## config.mk

```make
export PLATFORM = sky130hd
export DESIGN_NAME = keda_ctrl
export DESIGN_NICKNAME = d
export VERILOG_FILES = /design/src/hw/rtl/keda_pkg.sv /design/src/hw/rtl/keda_ctrl.sv
export SDC_FILE = /design/constraint.sdc
export NUM_CORES = 1
export LEC_CHECK = 0
export ABC_AREA = 1
export BUFFER_PORTS_ARGS = -buffer_cell sky130_fd_sc_hd__buf_2
export CORE_MARGIN = 10
export CORE_UTILIZATION = 55
export DETAILED_ROUTE_END_ITERATION = 12
export PLACE_DENSITY = 0.82
export SLEW_MARGIN = 0
export SYNTH_ARGS = -nofsm -noshare
export SYNTH_HDL_FRONTEND = slang
export SYNTH_SLANG_ARGS = --single-unit
```

## constraint.sdc

```tcl
create_clock -name clk -period 5.1 [get_ports clk]
set_clock_uncertainty 0.05 [all_clocks]
set_input_delay 1.275 -clock clk [delete_from_list [all_inputs] [get_ports clk]]
set_output_delay 1.275 -clock clk [all_outputs]
set_load 0.02 [all_outputs]
```

## src/hw/rtl/keda_pkg.sv

```systemverilog
`timescale 1ns / 1ps
`default_nettype none
// ----------------------------------------------------------------------------
// keda_pkg
// Shared types and constants of the kinetic energy density accumulator:
// operand and accumulator select codes, the controller states, and the
// command and status groups that join the controller to the datapath.
// ----------------------------------------------------------------------------
package keda_pkg;

  localparam int SAMPLE_WIDTH_DEF = 24;
  localparam int FRAC_BITS_DEF    = 20;
  localparam int SUM_WIDTH_DEF    = 48;

  // Intermediate values are signed 64-bit, saturated to +-(2^63-1).
  localparam int DW          = 64;
  localparam int MAG_W       = DW - 1;
  localparam int PROD_W      = MAG_W + DW;
  localparam int DIGIT_W     = 16;
  localparam int NUM_DIGITS  = DW / DIGIT_W;
  localparam int DIGIT_CNT_W = $clog2(NUM_DIGITS);

  localparam int NUM_STEPS = 23;
  localparam int STEP_W    = $clog2(NUM_STEPS);

  localparam int CFG_INDEX_W = 2;
  localparam logic [CFG_INDEX_W-1:0] CFG_K_X = 2'd0;
  localparam logic [CFG_INDEX_W-1:0] CFG_K_Y = 2'd1;
  localparam logic [CFG_INDEX_W-1:0] CFG_K_Z = 2'd2;

  typedef enum logic [4:0] {
    OP_PR,
    OP_PI,
    OP_GXR,
    OP_GXI,
    OP_GYR,
    OP_GYI,
    OP_GZR,
    OP_GZI,
    OP_KX,
    OP_KY,
    OP_KZ,
    OP_OCC,
    OP_KSQ,
    OP_PSQ,
    OP_IM,
    OP_QUAD,
    OP_KC
  } opnd_t;

  typedef enum logic [2:0] {
    ACC_ZERO,
    ACC_GSQ,
    ACC_KSQ,
    ACC_IM,
    ACC_KC,
    ACC_PSQ,
    ACC_QUAD,
    ACC_TERM
  } acc_t;

  typedef enum logic [2:0] {
    S_IDLE,
    S_MUL_INIT,
    S_MUL_DIGIT,
    S_ROUND,
    S_ACCUM,
    S_FINAL
  } ctrl_state_t;

  // One multiply-accumulate step: dst = sat(c +- round(a*b / 2^sh)).
  typedef struct packed {
    opnd_t sel_a;
    opnd_t sel_b;
    acc_t  sel_c;
    acc_t  dst;
    logic  negate;
    logic  half;
  } mac_cmd_t;

  typedef struct packed {
    logic     load;
    logic     mul_init;
    logic     mul_digit;
    logic     round;
    logic     accum;
    logic     final_add;
    mac_cmd_t mac;
  } dp_cmd_t;

  typedef struct packed {
    logic last_band;
    logic out_free;
  } dp_status_t;

endpackage
`default_nettype wire

```

## src/hw/rtl/keda_ctrl.sv

```systemverilog
`timescale 1ns / 1ps
`default_nettype none
// ----------------------------------------------------------------------------
// keda_ctrl
// Sequencer that walks the fixed program of multiply-accumulate steps for
// one band and issues datapath commands for each digit of every product.
// ----------------------------------------------------------------------------
module keda_ctrl
  import keda_pkg::*;
(
  input  logic       clk,
  input  logic       rst,
  input  logic       in_valid,
  output logic       in_ready,
  input  dp_status_t status,
  output dp_cmd_t    cmd
);

  localparam logic [DIGIT_CNT_W-1:0] DIGIT_LAST = DIGIT_CNT_W'(NUM_DIGITS - 1);
  localparam logic [STEP_W-1:0]      STEP_LAST  = STEP_W'(NUM_STEPS - 1);

  ctrl_state_t             state, state_next;
  logic [STEP_W-1:0]       step, step_next;
  logic [DIGIT_CNT_W-1:0]  digit, digit_next;

  function automatic mac_cmd_t mac_step(input logic [STEP_W-1:0] idx);
    mac_cmd_t m;
    m = '{sel_a: OP_PR, sel_b: OP_PR, sel_c: ACC_ZERO, dst: ACC_ZERO,
          negate: 1'b0, half: 1'b0};
    case (idx)
      5'd0:  begin m.sel_a = OP_GXR; m.sel_b = OP_GXR; m.sel_c = ACC_GSQ; m.dst = ACC_GSQ; end
      5'd1:  begin m.sel_a = OP_GXI; m.sel_b = OP_GXI; m.sel_c = ACC_GSQ; m.dst = ACC_GSQ; end
      5'd2:  begin m.sel_a = OP_GYR; m.sel_b = OP_GYR; m.sel_c = ACC_GSQ; m.dst = ACC_GSQ; end
      5'd3:  begin m.sel_a = OP_GYI; m.sel_b = OP_GYI; m.sel_c = ACC_GSQ; m.dst = ACC_GSQ; end
      5'd4:  begin m.sel_a = OP_GZR; m.sel_b = OP_GZR; m.sel_c = ACC_GSQ; m.dst = ACC_GSQ; end
      5'd5:  begin m.sel_a = OP_GZI; m.sel_b = OP_GZI; m.sel_c = ACC_GSQ; m.dst = ACC_GSQ; end
      5'd6:  begin m.sel_a = OP_KX;  m.sel_b = OP_KX;  m.sel_c = ACC_KSQ; m.dst = ACC_KSQ; end
      5'd7:  begin m.sel_a = OP_PR;  m.sel_b = OP_GXI; m.sel_c = ACC_ZERO; m.dst = ACC_IM; end
      5'd8:  begin
        m.sel_a = OP_PI; m.sel_b = OP_GXR; m.sel_c = ACC_IM; m.dst = ACC_IM; m.negate = 1'b1;
      end
      5'd9:  begin m.sel_a = OP_KX;  m.sel_b = OP_IM;  m.sel_c = ACC_KC;  m.dst = ACC_KC;  end
      5'd10: begin m.sel_a = OP_KY;  m.sel_b = OP_KY;  m.sel_c = ACC_KSQ; m.dst = ACC_KSQ; end
      5'd11: begin m.sel_a = OP_PR;  m.sel_b = OP_GYI; m.sel_c = ACC_ZERO; m.dst = ACC_IM; end
      5'd12: begin
        m.sel_a = OP_PI; m.sel_b = OP_GYR; m.sel_c = ACC_IM; m.dst = ACC_IM; m.negate = 1'b1;
      end
      5'd13: begin m.sel_a = OP_KY;  m.sel_b = OP_IM;  m.sel_c = ACC_KC;  m.dst = ACC_KC;  end
      5'd14: begin m.sel_a = OP_KZ;  m.sel_b = OP_KZ;  m.sel_c = ACC_KSQ; m.dst = ACC_KSQ; end
      5'd15: begin m.sel_a = OP_PR;  m.sel_b = OP_GZI; m.sel_c = ACC_ZERO; m.dst = ACC_IM; end
      5'd16: begin
        m.sel_a = OP_PI; m.sel_b = OP_GZR; m.sel_c = ACC_IM; m.dst = ACC_IM; m.negate = 1'b1;
      end
      5'd17: begin m.sel_a = OP_KZ;  m.sel_b = OP_IM;  m.sel_c = ACC_KC;  m.dst = ACC_KC;  end
      5'd18: begin m.sel_a = OP_PR;  m.sel_b = OP_PR;  m.sel_c = ACC_ZERO; m.dst = ACC_PSQ; end
      5'd19: begin m.sel_a = OP_PI;  m.sel_b = OP_PI;  m.sel_c = ACC_PSQ; m.dst = ACC_PSQ; end
      5'd20: begin m.sel_a = OP_KSQ; m.sel_b = OP_PSQ; m.sel_c = ACC_GSQ; m.dst = ACC_QUAD; end
      5'd21: begin
        m.sel_a = OP_QUAD; m.sel_b = OP_OCC; m.sel_c = ACC_ZERO; m.dst = ACC_TERM; m.half = 1'b1;
      end
      5'd22: begin m.sel_a = OP_KC;  m.sel_b = OP_OCC; m.sel_c = ACC_TERM; m.dst = ACC_TERM; end
      default: begin
        m.dst = ACC_ZERO;
      end
    endcase
    return m;
  endfunction

  always_ff @(posedge clk) begin
    if (rst) begin
      state <= S_IDLE;
      step  <= '0;
      digit <= '0;
    end else begin
      state <= state_next;
      step  <= step_next;
      digit <= digit_next;
    end
  end

  always_comb begin
    state_next    = state;
    step_next     = step;
    digit_next    = digit;
    in_ready      = 1'b0;
    cmd.load      = 1'b0;
    cmd.mul_init  = 1'b0;
    cmd.mul_digit = 1'b0;
    cmd.round     = 1'b0;
    cmd.accum     = 1'b0;
    cmd.final_add = 1'b0;
    cmd.mac       = mac_step(step);
    case (state)
      S_IDLE: begin
        in_ready = 1'b1;
        step_next = '0;
        if (in_valid) begin
          cmd.load   = 1'b1;
          state_next = S_MUL_INIT;
        end
      end
      S_MUL_INIT: begin
        cmd.mul_init = 1'b1;
        digit_next   = '0;
        state_next   = S_MUL_DIGIT;
      end
      S_MUL_DIGIT: begin
        cmd.mul_digit = 1'b1;
        digit_next    = digit + 1'b1;
        if (digit == DIGIT_LAST) begin
          state_next = S_ROUND;
        end
      end
      S_ROUND: begin
        cmd.round  = 1'b1;
        state_next = S_ACCUM;
      end
      S_ACCUM: begin
        cmd.accum = 1'b1;
        if (step == STEP_LAST) begin
          state_next = S_FINAL;
        end else begin
          step_next  = step + 1'b1;
          state_next = S_MUL_INIT;
        end
      end
      S_FINAL: begin
        // A closing band must wait for the output register to free up.
        if (!status.last_band || status.out_free) begin
          cmd.final_add = 1'b1;
          state_next    = S_IDLE;
        end
      end
      default: begin
        state_next = S_IDLE;
      end
    endcase
  end

  a_digit_done: assert property (@(posedge clk) disable iff (rst)
    (state == S_MUL_DIGIT && digit == DIGIT_LAST) |=> (state == S_ROUND))
    else $error("multiplier digit sequence did not end in rounding");

  a_program_done: assert property (@(posedge clk) disable iff (rst)
    (state == S_ACCUM && step == STEP_LAST) |=> (state == S_FINAL))
    else $error("step program did not end in the final accumulate");

  a_open_band_done: assert property (@(posedge clk) disable iff (rst)
    (state == S_FINAL && !status.last_band) |=> (state == S_IDLE))
    else $error("a band that does not close its point stalled in the final add");

endmodule
`default_nettype wire

```

Word-level counts from Yosys, hierarchy flattened --
Index checks and enable logic that the tools add are counted.
Storage, ports and cells: flip-flop bits (word level) 10, latch bits 0, RAM bits 0, memory bits (read-only) 0, input bits 5, output and inout port bits 25, memories kept 0
Operators by class: add/sub/neg operators 2, $mul 0, divide/modulo/power cells 0, magnitude comparators 0, equal/unequal tests 32, shifts and indexed selects 0, multiplexer cells 21, bitwise gates (word level) 0, reduce and logical (&&, ||, !) cells 15
Operator list (number):
- 13-bit case mux with 22 select lines | 1
- 5-bit by 4-bit equality test with 1-bit output (second input constant) | 8
- 5-bit equality test (second input constant) | 7
- 3-bit case mux with 7 select lines | 1
- 5-bit by 3-bit equality test with 1-bit output (second input constant) | 4
- 3-bit case mux with 6 select lines | 1
- 3-bit 2-to-1 mux | 4
- 6-bit OR reduction | 2
- 1-bit 2-to-1 mux | 11
- 5-bit by 2-bit equality test with 1-bit output (second input constant) | 2
- 5-bit case mux with 2 select lines | 1
- 3-bit OR reduction | 3
- 2-bit != test (second input constant) | 4
- 3-bit by 2-bit equality test with 1-bit output (second input constant) | 2
- 3-bit equality test (second input constant) | 2
- 5-bit by 1-bit adder with 5-bit output (second input constant) | 1
- 5-bit by 1-bit equality test with 1-bit output (second input constant) | 1
- 5-bit zero test | 1
- 5-bit 2-to-1 mux | 1
- 2-bit case mux with 2 select lines | 1
- 2-bit nonzero test | 2
- 2-bit OR reduction | 2
- 3-bit by 1-bit equality test with 1-bit output (second input constant) | 1
- 3-bit zero test | 1
- other kinds (6) | 6

Logic depth before layout (Yosys ltp) --
Gate-level depths: netlist of run 1.
depth in word-level cells 4, depth in mapped cells 8

Worst setup path before layout of run 1 --
Ideal clock, no wire load.
kind input to output, start input port status[0] (netlist bit), end output port cmd[18] (netlist bit), arrival time 1649 ps, data required time 3775 ps, setup slack 2126 ps, cell stages on the path 2, path buffers 0, path through inv_1 a21oi_1
RTL lines:
- start: declaration | line keda_ctrl.sv:15 | input dp_status_t status,
- end: declaration | line keda_ctrl.sv:16 | output dp_cmd_t cmd

==> impl_metrics.prom, run 1 <==
# TYPE chip_impl_metric gauge
chip_impl_metric{name="post-route-drc-count",unit=""} 0
chip_impl_info{name="synth_top_cells_by_count",value="sky130_fd_sc_hd__nand2_1 (37), sky130_fd_sc_hd__inv_1 (31), sky130_fd_sc_hd__nor2_1 (25)"} 1
chip_impl_info{name="ys.flop_type",value="sky130_fd_sc_hd__dfxtp_1"} 1
chip_impl_metric{name="dr.pass1.iters",unit=""} 4
chip_impl_metric{name="clk_pin_slew_worst_paths",unit="ns"} 0.07
chip_impl_metric{name="grt_antenna_before_repair",unit=""} 0
chip_impl_info{name="critPathTopFamily",value="flip-flops"} 1
chip_impl_metric{name="grt.total_usage",unit=""} 0.132
chip_impl_metric{name="worstPathArrival",unit="ns"} 1.88
chip_impl_metric{name="post-cts-setup-buffers",unit=""} 0
chip_impl_metric{name="cts.sink_count",unit=""} 10
chip_impl_metric{name="post-route-min-period",unit="ns"} 3.21
chip_impl_metric{name="floorplan.die_area",unit="mm2"} 0.00404
chip_impl_metric{name="report.final.setup_viol",unit=""} 0
chip_impl_info{name="type_of_the_worst_setup_path",value="reg -> out"} 1
chip_impl_metric{name="critical_path.n_buffers_inverters",unit=""} 4
chip_impl_metric{name="route.vias.total",unit=""} 1186
chip_impl_metric{name="synth.cell_area",unit="mm2"} 0.00104
chip_impl_metric{name="largest_net_degree_at_the_start_of_global_routing",unit=""} 12
chip_impl_metric{name="floorplan_die_height",unit="um"} 63.6
chip_impl_info{name="synthDominantAreaCellType",value="sky130_fd_sc_hd__dfxtp_1"} 1
chip_impl_metric{name="core.rowCount",unit=""} 15
chip_impl_info{name="worstHoldPathType",value="reg -> reg"} 1
chip_impl_info{name="worst_path_max_delay_cell",value="sky130_fd_sc_hd__dfxtp_1"} 1
chip_impl_info{name="path_cells",value="inv_1 -> ha_1 -> inv_1 -> nor2_1 -> o21ai_1 -> o21ai_0 -> inv_1 -> nand3b_1 -> buf_2"} 1
chip_impl_metric{name="fin_nets",unit=""} 219
chip_impl_metric{name="final-max-slew-violation-count",unit=""} 0
chip_impl_metric{name="cts.htree.levels",unit=""} 1
chip_impl_metric{name="cts_repair_resize_count",unit=""} 0
chip_impl_metric{name="worst_ir_drop_vdd",unit="mV"} 0.168
chip_impl_metric{name="power_leakage",unit="nW"} 0.712
chip_impl_metric{name="cts_inserted_buffers",unit=""} 3
chip_impl_metric{name="total_cell_area_at_the_placement_stage",unit="mm2"} 0.00117
chip_impl_metric{name="fmax",unit="GHz"} 0.312
chip_impl_metric{name="synthesis.nets",unit=""} 191
chip_impl_metric{name="clk-insertion-delay-late",unit="ns"} 0.27
chip_impl_info{name="tritoncts",value="yes"} 1
chip_impl_info{name="timing.critical_path.mode_cell",value="sky130_fd_sc_hd__inv_1"} 1
chip_impl_metric{name="vias_per_cell",unit=""} 5.13
chip_impl_metric{name="routed_wl",unit="um"} 2710
chip_impl_metric{name="flow.area_growth_from_synthesis",unit="%"} 14.6
chip_impl_info{name="setup.worst_path.end_class",value="output pin"} 1
chip_impl_metric{name="buffer_ports.inserted",unit=""} 28
chip_impl_metric{name="cellPowerDensity",unit="mW/mm2"} 167
chip_impl_info{name="synth_top_cells_by_area",value="sky130_fd_sc_hd__dfxtp_1 (19%), sky130_fd_sc_hd__nand2_1 (13%), sky130_fd_sc_hd__inv_1 (11%), sky130_fd_sc_hd__nand3_1 (9.1%), sky130_fd_sc_hd__nor2_1 (9.0%)"} 1
chip_impl_metric{name="crit_path_max_incr_delay",unit="ns"} 0.44
chip_impl_metric{name="worst-path-max-fanout",unit=""} 7
chip_impl_metric{name="maximum_number_of_buffers_from_clock_root_to_sink",unit=""} 2
chip_impl_info{name="status",value="finished clean"} 1
chip_impl_metric{name="synth.yosys.warnings",unit=""} 0
chip_impl_metric{name="postRouteAntennaNets",unit=""} 0
chip_impl_metric{name="io_pins",unit=""} 30
chip_impl_metric{name="detailed_place_hpwl",unit="um"} 2300
chip_impl_metric{name="syn_inst",unit=""} 180
chip_impl_metric{name="drt-initial-drc-count",unit=""} 69
chip_impl_metric{name="post-route-period-util",unit=""} 0.629
chip_impl_metric{name="fp.coreArea",unit="mm2"} 0.00176
chip_impl_metric{name="synth_cell_types",unit=""} 25
chip_impl_metric{name="grt_pass1_vias",unit=""} 1059
chip_impl_metric{name="r2r_slack",unit="ns"} 3.61
chip_impl_metric{name="globalRoute.totalOverflow",unit=""} 0
chip_impl_info{name="synth.most_common_cell",value="sky130_fd_sc_hd__nand2_1"} 1
chip_impl_info{name="cts.root.buffer_cell",value="sky130_fd_sc_hd__clkbuf_4"} 1
chip_impl_metric{name="floorplan.initialDensity",unit=""} 0.591
chip_impl_metric{name="finalCoreUtilization",unit=""} 0.678
chip_impl_metric{name="cap_viol_max_count",unit=""} 0
chip_impl_metric{name="synth_area_per_cell",unit="um2"} 5.80
chip_impl_metric{name="cts-hold-fix-buffers",unit=""} 0
chip_impl_metric{name="gp_congestion",unit=""} 0.924
chip_impl_metric{name="timing_hold_violations_final",unit=""} 0
chip_impl_metric{name="synth_seq_area_share",unit=""} 0.192
chip_impl_metric{name="final_cell_area",unit="mm2"} 0.00120
chip_impl_metric{name="antenna_cells",unit=""} 0
chip_impl_metric{name="share_of_cells_above_drive_strength_1",unit=""} 0.218
chip_impl_metric{name="die_w",unit="um"} 63.6
chip_impl_metric{name="synth_top_area_share",unit=""} 0.192
chip_impl_metric{name="timing.critical_path.required",unit="ns"} 3.77
chip_impl_metric{name="synth_async_sr_flop_share",unit=""} 0
chip_impl_metric{name="wire_length_of_the_first_global_routing_pass",unit="um"} 4590
chip_impl_metric{name="ys_seq_elements",unit=""} 10
chip_impl_metric{name="synth_edf_count",unit=""} 0
chip_impl_metric{name="routedWlPerCell",unit="um"} 11.7
chip_impl_info{name="worst_setup_path_start_kind",value="flop"} 1
chip_impl_info{name="rsz0062_at_grt",value="false"} 1
chip_impl_metric{name="tns",unit="ns"} 0
==> worst reg2reg max path: stages, from the launching register on <==
cell	delay, ns
sky130_fd_sc_hd__dfxtp_1	0.61
sky130_fd_sc_hd__nand2_1	0.18
sky130_fd_sc_hd__nor2_1	0.12
sky130_fd_sc_hd__ha_1	0.23
sky130_fd_sc_hd__inv_1	0.05
sky130_fd_sc_hd__nand2_1	0.04
sky130_fd_sc_hd__a21oi_1	0.14
==> where the power goes <==
part | internal [W] | switching (W)
registers | 0.0000829 | 0.00000618
clock network | 0.0000272 | 0.0000268
logic | 0.0000180 | 0.0000391
==> worst paths after layout <==
path                               start  endpoint  cells after the start
worst min register to register  digit[0]  digit[0]                      1
worst max-delay path             step[0]   cmd[10]                      9
worst min-delay path            digit[0]  digit[0]                      1
worst max register to register   step[2]   step[4]                      6
==> routing by layer <==
layer,global-route usage,vias to the layer above,part of all wire
li1,-,624,-
met4,0.0492,0,0.016
met5,0,-,0
met3,0.0406,5,0.088
met2,0.219,50,0.46
met1,0.155,507,0.44
==> flip-flops by register name, summed over array words and instances (netlist names) <==
name	cells
digit	2
state	3
step	5
==> metrics by stage <==
stage                     hold WS, ns  power [W]  worst slack [ns]  std cells
final                           0.411   0.000200              1.89        231
after global routing            0.431   0.000212              1.68        231
after CTS                       0.412   0.000201              1.88        231
after detailed placement        0.406   0.000148              2.08        228
after global placement          0.389   0.000146              2.11        228
after floorplan                 0.378   0.000131              2.13        180
==> cell usage in the layout, fill, tap and decap left out <==
cell                       count
sky130_fd_sc_hd__nand2_1      37
sky130_fd_sc_hd__inv_1        31
sky130_fd_sc_hd__buf_2        28
sky130_fd_sc_hd__nor2_1       25
sky130_fd_sc_hd__nand3_1      19
sky130_fd_sc_hd__a21oi_1      10
sky130_fd_sc_hd__dfxtp_1      10
sky130_fd_sc_hd__nand4_1       8
sky130_fd_sc_hd__o21ai_0       6
sky130_fd_sc_hd__ha_1          6
sky130_fd_sc_hd__nor2_2        5
sky130_fd_sc_hd__nor3_1        3
sky130_fd_sc_hd__clkbuf_4      3
sky130_fd_sc_hd__inv_4         2
sky130_fd_sc_hd__o21ai_1       2
sky130_fd_sc_hd__nand3b_1      2
sky130_fd_sc_hd__nand2_2       2
sky130_fd_sc_hd__nand2_4       1
sky130_fd_sc_hd__nor3_2        1
sky130_fd_sc_hd__nand4_2       1
sky130_fd_sc_hd__o21ai_2       1
sky130_fd_sc_hd__inv_2         1
sky130_fd_sc_hd__a31oi_1       1
sky130_fd_sc_hd__conb_1        1
==> cell type report <==
| type | count | area [um2] |
|---|---|---|
| repair buffers | 28 | 140 |
| inverters | 34 | 133 |
| clock buffers | 3 | 22.5 |
| fillers | 169 | 568 |
| flip-flops and latches | 10 | 200 |
| multi-input cells | 131 | 669 |
| well taps | 25 | 31.3 |
==> cells by family after synthesis <==
family / Yosys count / share of synthesized area
AO/OA/AOI/OAI: 20 / 0.101
adder cells (fa/ha/maj): 6 / 0.0719
buffers and inverters: 39 / 0.167
flip-flops: 10 / 0.192
other: 1 / 0.00359
AND/OR/NAND/NOR: 104 / 0.465
No activity file was read; power rests on OpenSTA's default activity.
==> run 2: changes to the inputs <==
--- a/config.mk
+++ b/config.mk
@@ -5,12 +5,12 @@
 export SDC_FILE = /design/constraint.sdc
 export NUM_CORES = 1
 export LEC_CHECK = 0
-export ABC_AREA = 1
+export ABC_AREA = 0
 export BUFFER_PORTS_ARGS = -buffer_cell sky130_fd_sc_hd__buf_2
 export CORE_MARGIN = 10
-export CORE_UTILIZATION = 55
+export CORE_UTILIZATION = 48
 export DETAILED_ROUTE_END_ITERATION = 12
-export PLACE_DENSITY = 0.82
+export PLACE_DENSITY = 0.74
 export SLEW_MARGIN = 0
 export SYNTH_ARGS = -nofsm -noshare
 export SYNTH_HDL_FRONTEND = slang
==> constraint.sdc (replaced) <==
create_clock -name clk -period 2.8 [get_ports clk]
set_clock_uncertainty 0.05 [all_clocks]
set_input_delay 0.7 -clock clk [delete_from_list [all_inputs] [get_ports clk]]
set_output_delay 0.7 -clock clk [all_outputs]
set_load 0.02 [all_outputs]
==> impl_metrics.prom, run 2 <==
# TYPE chip_impl_metric gauge
chip_impl_info{name="synthDominantAreaCellType",value="sky130_fd_sc_hd__dfxtp_1"} 1
chip_impl_info{name="worstHoldPathType",value="reg -> reg"} 1
chip_impl_metric{name="route.vias.total",unit=""} 1296
chip_impl_info{name="largest_registers",value="step (5), state (3), digit (2)"} 1
chip_impl_metric{name="dp_slack",unit="ns"} 0.249
chip_impl_metric{name="synth_edf_count",unit=""} 0
chip_impl_info{name="setup.worst_path.end_class",value="output pin"} 1
chip_impl_info{name="top_register",value="step"} 1
chip_impl_metric{name="antenna_cells",unit=""} 0
chip_impl_metric{name="buffer_ports.inserted",unit=""} 28
chip_impl_metric{name="grt_pass1_vias",unit=""} 1253
chip_impl_metric{name="worst_slew_margin_rel",unit=""} 0.586
chip_impl_info{name="tritoncts",value="yes"} 1
chip_impl_metric{name="fmax",unit="GHz"} 0.375
chip_impl_metric{name="routedWlPerCell",unit="um"} 15.4
chip_impl_metric{name="worst_ir_drop_vdd",unit="mV"} 0.322
chip_impl_metric{name="floorplan.die_area",unit="mm2"} 0.00501
chip_impl_metric{name="post-route-min-period",unit="ns"} 2.67
chip_impl_metric{name="fin_nets",unit=""} 198
chip_impl_metric{name="max_slew.worst_pin.slew",unit="ns"} 0.619
chip_impl_metric{name="timing.critical_path.required",unit="ns"} 2.05
chip_impl_metric{name="gp_congestion",unit=""} 0.893
chip_impl_metric{name="report.final.setup_viol",unit=""} 0
chip_impl_metric{name="synth.cell_area",unit="mm2"} 0.00124
chip_impl_info{name="synth_top_cells_by_count",value="sky130_fd_sc_hd__nand2_1 (15), sky130_fd_sc_hd__a21oi_1 (12), sky130_fd_sc_hd__o21ai_0 (11)"} 1
chip_impl_metric{name="largest_net_degree_at_the_start_of_global_routing",unit=""} 22
chip_impl_metric{name="clk-insertion-delay-late",unit="ns"} 0.27
chip_impl_info{name="cp-startpoint",value="step[1]"} 1
chip_impl_metric{name="final_cell_area",unit="mm2"} 0.00139
chip_impl_info{name="timing.critical_path.to",value="cmd[3]"} 1
chip_impl_metric{name="core.rowCount",unit=""} 18
chip_impl_metric{name="cts.sink_count",unit=""} 10
chip_impl_metric{name="synth_area_per_cell",unit="um2"} 7.45
chip_impl_metric{name="detailed_place_hpwl",unit="um"} 2500
chip_impl_metric{name="post-cts-setup-buffers",unit=""} 0
chip_impl_metric{name="fp.coreArea",unit="mm2"} 0.00248
chip_impl_metric{name="cellPowerDensity",unit="mW/mm2"} 256
chip_impl_metric{name="synth.yosys.warnings",unit=""} 0
chip_impl_metric{name="post-route-period-util",unit=""} 0.954
chip_impl_metric{name="r2r_slack",unit="ns"} 1.17
chip_impl_metric{name="vias_per_cell",unit=""} 6.00
chip_impl_metric{name="floorplan.initialDensity",unit=""} 0.499
chip_impl_metric{name="power_leakage",unit="nW"} 0.633
chip_impl_metric{name="dr.pass1.iters",unit=""} 4
chip_impl_metric{name="share_of_cells_above_drive_strength_1",unit=""} 0.323
chip_impl_info{name="synth_top_cells_by_area",value="sky130_fd_sc_hd__dfxtp_1 (16%), sky130_fd_sc_hd__ha_1 (6.1%), sky130_fd_sc_hd__a21oi_1 (4.9%), sky130_fd_sc_hd__nand2_1 (4.6%), sky130_fd_sc_hd__o21ai_0 (4.5%)"} 1
chip_impl_metric{name="synth_async_sr_flop_share",unit=""} 0
chip_impl_metric{name="maximum_number_of_buffers_from_clock_root_to_sink",unit=""} 2
chip_impl_metric{name="postRouteAntennaNets",unit=""} 0
chip_impl_metric{name="cts_inserted_buffers",unit=""} 3
chip_impl_metric{name="synthesis.nets",unit=""} 177
chip_impl_metric{name="synth_seq_area_share",unit=""} 0.162
chip_impl_metric{name="timing_hold_violations_final",unit=""} 0
chip_impl_metric{name="final-max-slew-violation-count",unit=""} 0
chip_impl_metric{name="worstPathArrival",unit="ns"} 1.92
chip_impl_metric{name="synth_cell_types",unit=""} 57
chip_impl_info{name="leading_cell_type_in_the_layout_fill_and_taps_excluded",value="sky130_fd_sc_hd__buf_2"} 1
chip_impl_info{name="r2r_start",value="step[1]"} 1
chip_impl_metric{name="post-route-drc-count",unit=""} 0
chip_impl_metric{name="io_pins",unit=""} 30
chip_impl_metric{name="cts.htree.levels",unit=""} 1
chip_impl_info{name="worst_setup_path_start_kind",value="flop"} 1
chip_impl_info{name="status",value="finished clean"} 1
chip_impl_metric{name="hold-worst-slack",unit="ns"} 0.425
chip_impl_metric{name="ys_seq_elements",unit=""} 10
chip_impl_metric{name="wire_length_of_the_first_global_routing_pass",unit="um"} 5440
chip_impl_metric{name="globalRoute.totalOverflow",unit=""} 0
chip_impl_metric{name="total_cell_area_at_the_placement_stage",unit="mm2"} 0.00134
chip_impl_metric{name="finalWorstSetupSlack",unit="ns"} 0.130
chip_impl_metric{name="flow.area_growth_from_synthesis",unit="%"} 12.7
chip_impl_metric{name="largest_reg_flops",unit=""} 5
chip_impl_info{name="r2r_end",value="step[2]"} 1
chip_impl_metric{name="tns",unit="ns"} 0
chip_impl_metric{name="cap_viol_max_count",unit=""} 0
chip_impl_metric{name="drt-initial-drc-count",unit=""} 98
chip_impl_metric{name="syn_inst",unit=""} 166
chip_impl_info{name="mostFrequentLayoutCells",value="sky130_fd_sc_hd__buf_2 (28), sky130_fd_sc_hd__nand2_1 (15), sky130_fd_sc_hd__a21oi_1 (12), sky130_fd_sc_hd__o21ai_0 (10), sky130_fd_sc_hd__dfxtp_1 (8)"} 1
chip_impl_metric{name="worst-path-max-fanout",unit=""} 17
chip_impl_info{name="ys.flop_type",value="sky130_fd_sc_hd__dfxtp_1"} 1
chip_impl_info{name="type_of_the_worst_setup_path",value="reg -> out"} 1
chip_impl_metric{name="floorplan_die_height",unit="um"} 70.8
chip_impl_info{name="rsz0062_at_grt",value="false"} 1
chip_impl_metric{name="die_w",unit="um"} 70.8
chip_impl_metric{name="routed_wl",unit="um"} 3330
chip_impl_metric{name="grt_antenna_before_repair",unit=""} 0
chip_impl_metric{name="worst_r2r_path_depth",unit=""} 5
chip_impl_info{name="cts.root.buffer_cell",value="sky130_fd_sc_hd__clkbuf_4"} 1
chip_impl_metric{name="grt.total_usage",unit=""} 0.122
chip_impl_metric{name="clk_pin_slew_worst_paths",unit="ns"} 0.07
chip_impl_info{name="synth.most_common_cell",value="sky130_fd_sc_hd__nand2_1"} 1
chip_impl_metric{name="synth_top_area_share",unit=""} 0.162
[run 2: changes by cell type in the layout (fill, tap and decap cells not counted), sizes merged, moves of 4 or more]
cell / before / now
o21a: 0 / 5
nor2b: 0 / 6
nor2: 30 / 8
inv: 34 / 7
a21o: 0 / 4
nand2: 40 / 15
buf: 28 / 34
o21ai: 9 / 14
nand3: 19 / 4
[run 2: worst max-delay path: stages (launching register included)]
cell and delay, ns:
sky130_fd_sc_hd__dfxtp_1 0.44, sky130_fd_sc_hd__inv_1 0.10, sky130_fd_sc_hd__ha_2 0.29, sky130_fd_sc_hd__nor4bb_1 0.19, sky130_fd_sc_hd__a311oi_2 0.33, sky130_fd_sc_hd__nand4_1 0.13, sky130_fd_sc_hd__buf_2 0.18
[run 2: kinds of logic after synthesis]
kind of cell	count (synthesis)	share of synthesized area
fa+ha+maj	6	0.0607
flops	10	0.162
buf+inv	27	0.122
simple gates	63	0.304
compound gates	55	0.315
other cells	1	0.00303
mux	3	0.0263
xor+xnor	1	0.00709
[run 2: metrics by stage]
step / power (W) / instances / utilization
detailed placement: 0.000227 / 212 / 0.542
CTS: 0.000357 / 216 / 0.559
global placement: 0.000226 / 212 / 0.542
floorplan: 0.000214 / 166 / -
finish: 0.000356 / 216 / 0.562
global route: 0.000371 / 216 / 0.562
[run 2: worst min-delay path by stage]
stage | from | cells past startpoint | slack, ns | endpoint
final | digit[1] | 2 | 0.43 | digit[1]
after global routing | digit[1] | 2 | 0.47 | digit[1]
after CTS | digit[1] | 2 | 0.43 | digit[1]
after detailed placement | digit[1] | 2 | 0.42 | digit[1]
after global placement | digit[1] | 2 | 0.41 | digit[1]
after floorplan | digit[1] | 2 | 0.40 | digit[1]
[run 2: report_power, final]
| group | internal, W | leakage [nW] | total [W] | switching (W) |
|---|---|---|---|---|
| clock network | 0.0000790 | 0.0210 | 0.000133 | 0.0000539 |
| registers | 0.000147 | 0.0820 | 0.000156 | 0.00000913 |
| logic | 0.0000259 | 0.530 | 0.0000670 | 0.0000411 |
[run 2: cell type report]
class / instances / area [um2]
clock buffer: 4 / 36.3
multi-input combinational: 129 / 895
timing repair buffer: 34 / 185
inverter: 9 / 36.3
fill: 258 / 1080
sequential: 10 / 203
tap: 30 / 37.5
[run 2: repair_timing]
item | CTS | global route
hold buffers | 0 | 0
pin swaps | 0 | 0
resized for setup | 2 | 5
endpoints found under the setup margin | 4 | 8
[run 2: layer usage]
metal,GRT usage,vias up,wire length (um)
met5,0,-,0
met4,0.0344,0,50
met3,0.0474,8,309
met2,0.205,54,1530
met1,0.140,595,1440
li1,-,639,-
==> run 3: changes to the inputs <==
--- a/config.mk
+++ b/config.mk
@@ -10,7 +10,7 @@
 export CORE_MARGIN = 10
 export CORE_UTILIZATION = 48
 export DETAILED_ROUTE_END_ITERATION = 12
-export PLACE_DENSITY = 0.74
+export PLACE_DENSITY_LB_ADDON = 0.15
 export SLEW_MARGIN = 0
 export SYNTH_ARGS = -nofsm -noshare
 export SYNTH_HDL_FRONTEND = slang
==> impl_metrics.prom, run 3 (synthesis gave the netlist of run 2 again) <==
# TYPE chip_impl_metric gauge
chip_impl_info{name="status",value="finished clean"} 1
chip_impl_metric{name="power_leakage",unit="nW"} 0.635
chip_impl_metric{name="globalRoute.totalOverflow",unit=""} 0
chip_impl_metric{name="cts.sink_count",unit=""} 10
chip_impl_metric{name="crit_path_max_incr_delay",unit="ns"} 0.43
chip_impl_info{name="worstHoldPathType",value="reg -> reg"} 1
chip_impl_metric{name="seqCellArea",unit="um2"} 203
chip_impl_metric{name="post-route-drc-count",unit=""} 0
chip_impl_metric{name="report.final.setup_viol",unit=""} 0
chip_impl_metric{name="dr.pass1.iters",unit=""} 4
chip_impl_metric{name="routed_wl",unit="um"} 3400
chip_impl_metric{name="drt-initial-drc-count",unit=""} 92
chip_impl_metric{name="wire_length_of_the_first_global_routing_pass",unit="um"} 5600
chip_impl_metric{name="floorplan_die_height",unit="um"} 70.8
chip_impl_metric{name="worst-path-max-fanout",unit=""} 17
chip_impl_metric{name="final-max-slew-violation-count",unit=""} 0
chip_impl_metric{name="total_cell_area_at_the_placement_stage",unit="mm2"} 0.00135
chip_impl_info{name="path_cells",value="inv_1 -> ha_2 -> a21o_1 -> o21ai_0 -> o311ai_1 -> buf_2"} 1
chip_impl_info{name="tritoncts",value="yes"} 1
chip_impl_metric{name="post-route-min-period",unit="ns"} 2.66
chip_impl_metric{name="die_w",unit="um"} 70.8
chip_impl_metric{name="gp_congestion",unit=""} 0.801
chip_impl_metric{name="routedWlPerCell",unit="um"} 15.7
chip_impl_info{name="mostFrequentLayoutCells",value="sky130_fd_sc_hd__buf_2 (28), sky130_fd_sc_hd__nand2_1 (15), sky130_fd_sc_hd__a21oi_1 (12), sky130_fd_sc_hd__o21ai_0 (11), sky130_fd_sc_hd__dfxtp_1 (8)"} 1
chip_impl_metric{name="worstPathArrival",unit="ns"} 1.91
chip_impl_metric{name="cts_inserted_buffers",unit=""} 3
chip_impl_metric{name="switching_share",unit=""} 0.301
chip_impl_metric{name="grt_util_met1",unit=""} 0.162
chip_impl_metric{name="dp_slack",unit="ns"} 0.293
chip_impl_metric{name="final_cell_count_no_fill",unit=""} 217
chip_impl_metric{name="clockPowerShare",unit=""} 0.376
chip_impl_metric{name="share_comb_of_total_power",unit=""} 0.191
chip_impl_info{name="worst_path_max_delay_cell",value="sky130_fd_sc_hd__dfxtp_1"} 1
chip_impl_metric{name="antenna_cells",unit=""} 0
chip_impl_metric{name="critical_path.n_buffers_inverters",unit=""} 2
chip_impl_info{name="setup.worst_path.end_class",value="output pin"} 1
chip_impl_metric{name="vias_per_cell",unit=""} 5.83
chip_impl_metric{name="floorplan.initialDensity",unit=""} 0.499
chip_impl_metric{name="worst_slew_margin_rel",unit=""} 0.577
chip_impl_metric{name="clk-insertion-delay-late",unit="ns"} 0.27
chip_impl_metric{name="nFillCells",unit=""} 251
chip_impl_metric{name="fp.coreArea",unit="mm2"} 0.00248
chip_impl_metric{name="cap_viol_max_count",unit=""} 0
chip_impl_metric{name="timing.critical_path.required",unit="ns"} 2.05
chip_impl_metric{name="multiInputGateArea",unit="um2"} 895
chip_impl_metric{name="worst_ir_drop_vdd",unit="mV"} 0.391
chip_impl_metric{name="max_slew.worst_pin.slew",unit="ns"} 0.634
chip_impl_info{name="critPathTopFamily",value="compound AO/OA/AOI/OAI gates"} 1
chip_impl_metric{name="internal_power",unit="W"} 0.000252
chip_impl_metric{name="cts.htree.levels",unit=""} 1
chip_impl_info{name="rsz0062_at_grt",value="false"} 1
chip_impl_metric{name="placedCellCount",unit=""} 213
chip_impl_info{name="cts.root.buffer_cell",value="sky130_fd_sc_hd__clkbuf_4"} 1
chip_impl_metric{name="post-route-period-util",unit=""} 0.951
chip_impl_info{name="top_register",value="step"} 1
chip_impl_metric{name="route.vias.total",unit=""} 1265
chip_impl_metric{name="met2_usage",unit=""} 0.211
chip_impl_metric{name="fmax",unit="GHz"} 0.376
chip_impl_metric{name="io_pins",unit=""} 30
chip_impl_metric{name="core.rowCount",unit=""} 18
chip_impl_metric{name="postRouteAntennaNets",unit=""} 0
chip_impl_metric{name="grt_pass1_vias",unit=""} 1209
chip_impl_metric{name="maximum_number_of_buffers_from_clock_root_to_sink",unit=""} 2
chip_impl_metric{name="grt_antenna_before_repair",unit=""} 0
chip_impl_metric{name="detailed_place_hpwl",unit="um"} 2510
chip_impl_metric{name="largest_reg_flops",unit=""} 5
chip_impl_metric{name="finalWorstSetupSlack",unit="ns"} 0.137
chip_impl_metric{name="post-layout-total-power",unit="W"} 0.000361
chip_impl_info{name="busiest_layer",value="met2"} 1
chip_impl_metric{name="timing_hold_violations_final",unit=""} 0
chip_impl_metric{name="post-cts-setup-buffers",unit=""} 0
chip_impl_metric{name="tns",unit="ns"} 0
chip_impl_info{name="type_of_the_worst_setup_path",value="reg -> out"} 1
chip_impl_metric{name="flow.area_growth_from_synthesis",unit="%"} 13.3
chip_impl_metric{name="share_of_cells_above_drive_strength_1",unit=""} 0.326
chip_impl_info{name="largest_registers",value="step (5), state (3), digit (2)"} 1
chip_impl_metric{name="grt.total_usage",unit=""} 0.126
chip_impl_metric{name="floorplan.die_area",unit="mm2"} 0.00501
chip_impl_metric{name="register_share_of_total_power",unit=""} 0.433
chip_impl_metric{name="final_cell_area",unit="mm2"} 0.00140
chip_impl_metric{name="largest_net_degree_at_the_start_of_global_routing",unit=""} 22
chip_impl_metric{name="r2r_slack",unit="ns"} 1.13
chip_impl_metric{name="cts-hold-fix-buffers",unit=""} 0
chip_impl_info{name="worst_setup_path_start_kind",value="flop"} 1
chip_impl_metric{name="grt_use_met3",unit=""} 0.0279
chip_impl_info{name="leading_cell_type_in_the_layout_fill_and_taps_excluded",value="sky130_fd_sc_hd__buf_2"} 1
chip_impl_metric{name="buffer_ports.inserted",unit=""} 28
chip_impl_metric{name="fin_nets",unit=""} 199
chip_impl_metric{name="cellPowerDensity",unit="mW/mm2"} 258
chip_impl_metric{name="clk_pin_slew_worst_paths",unit="ns"} 0.07
chip_impl_metric{name="power.switching",unit="W"} 0.000109
## run 3: metrics by stage
| step | hold slack, ns | utilization |
|---|---|---|
| after floorplan | 0.402 | - |
| after detailed placement | 0.429 | 0.545 |
| final | 0.437 | 0.565 |
| after global placement | 0.411 | 0.545 |
| after CTS | 0.441 | 0.561 |
| after global routing | 0.462 | 0.565 |
## run 3: routing by layer
layer	vias up	part of all wire	wire, um
li1	639	-	-
met1	589	0.47	1610
met2	33	0.48	1620
met3	4	0.039	132
met4	0	0.0088	30
met5	-	0	0
## run 3: timing repair
action,in CTS,in global routing
gates resized for setup,1,5
endpoints found under the setup margin,1,9
cloned,0,0
## run 3: final timing paths
| kind | depth (start not counted) | start | to |
|---|---|---|---|
| setup / recovery | 6 | step[1] | cmd[4] |
| hold / removal | 2 | digit[0] | digit[0] |
| hold reg to reg | 2 | digit[0] | digit[0] |
| setup reg to reg | 6 | step[1] | step[4] |
## run 3: power groups by stage
stage	Sequential, W	Clock (W)	Combinational (W)
6_report	0.000156	0.000136	0.0000688
5_1_grt	0.000157	0.000142	0.0000757
2_1_floorplan	0.000152	0	0.0000620
4_1_cts	0.000156	0.000137	0.0000687
3_3_place_gp	0.000159	0	0.0000670
3_5_place_dp	0.000159	0	0.0000683
## run 3: layout make-up
class	instances	share of cell area
multi-input cells	129	0.639
flip-flops and latches	10	0.145
repair buffers	35	0.138
well taps	30	0.0268
clock buffers	4	0.0259
inverters	9	0.0259
## run 3: worst min-delay path, cell delays in order, from the launching register on
cell and delay, ns:
sky130_fd_sc_hd__dfxtp_1 0.33, sky130_fd_sc_hd__nand3_1 0.06, sky130_fd_sc_hd__a21oi_1 0.05
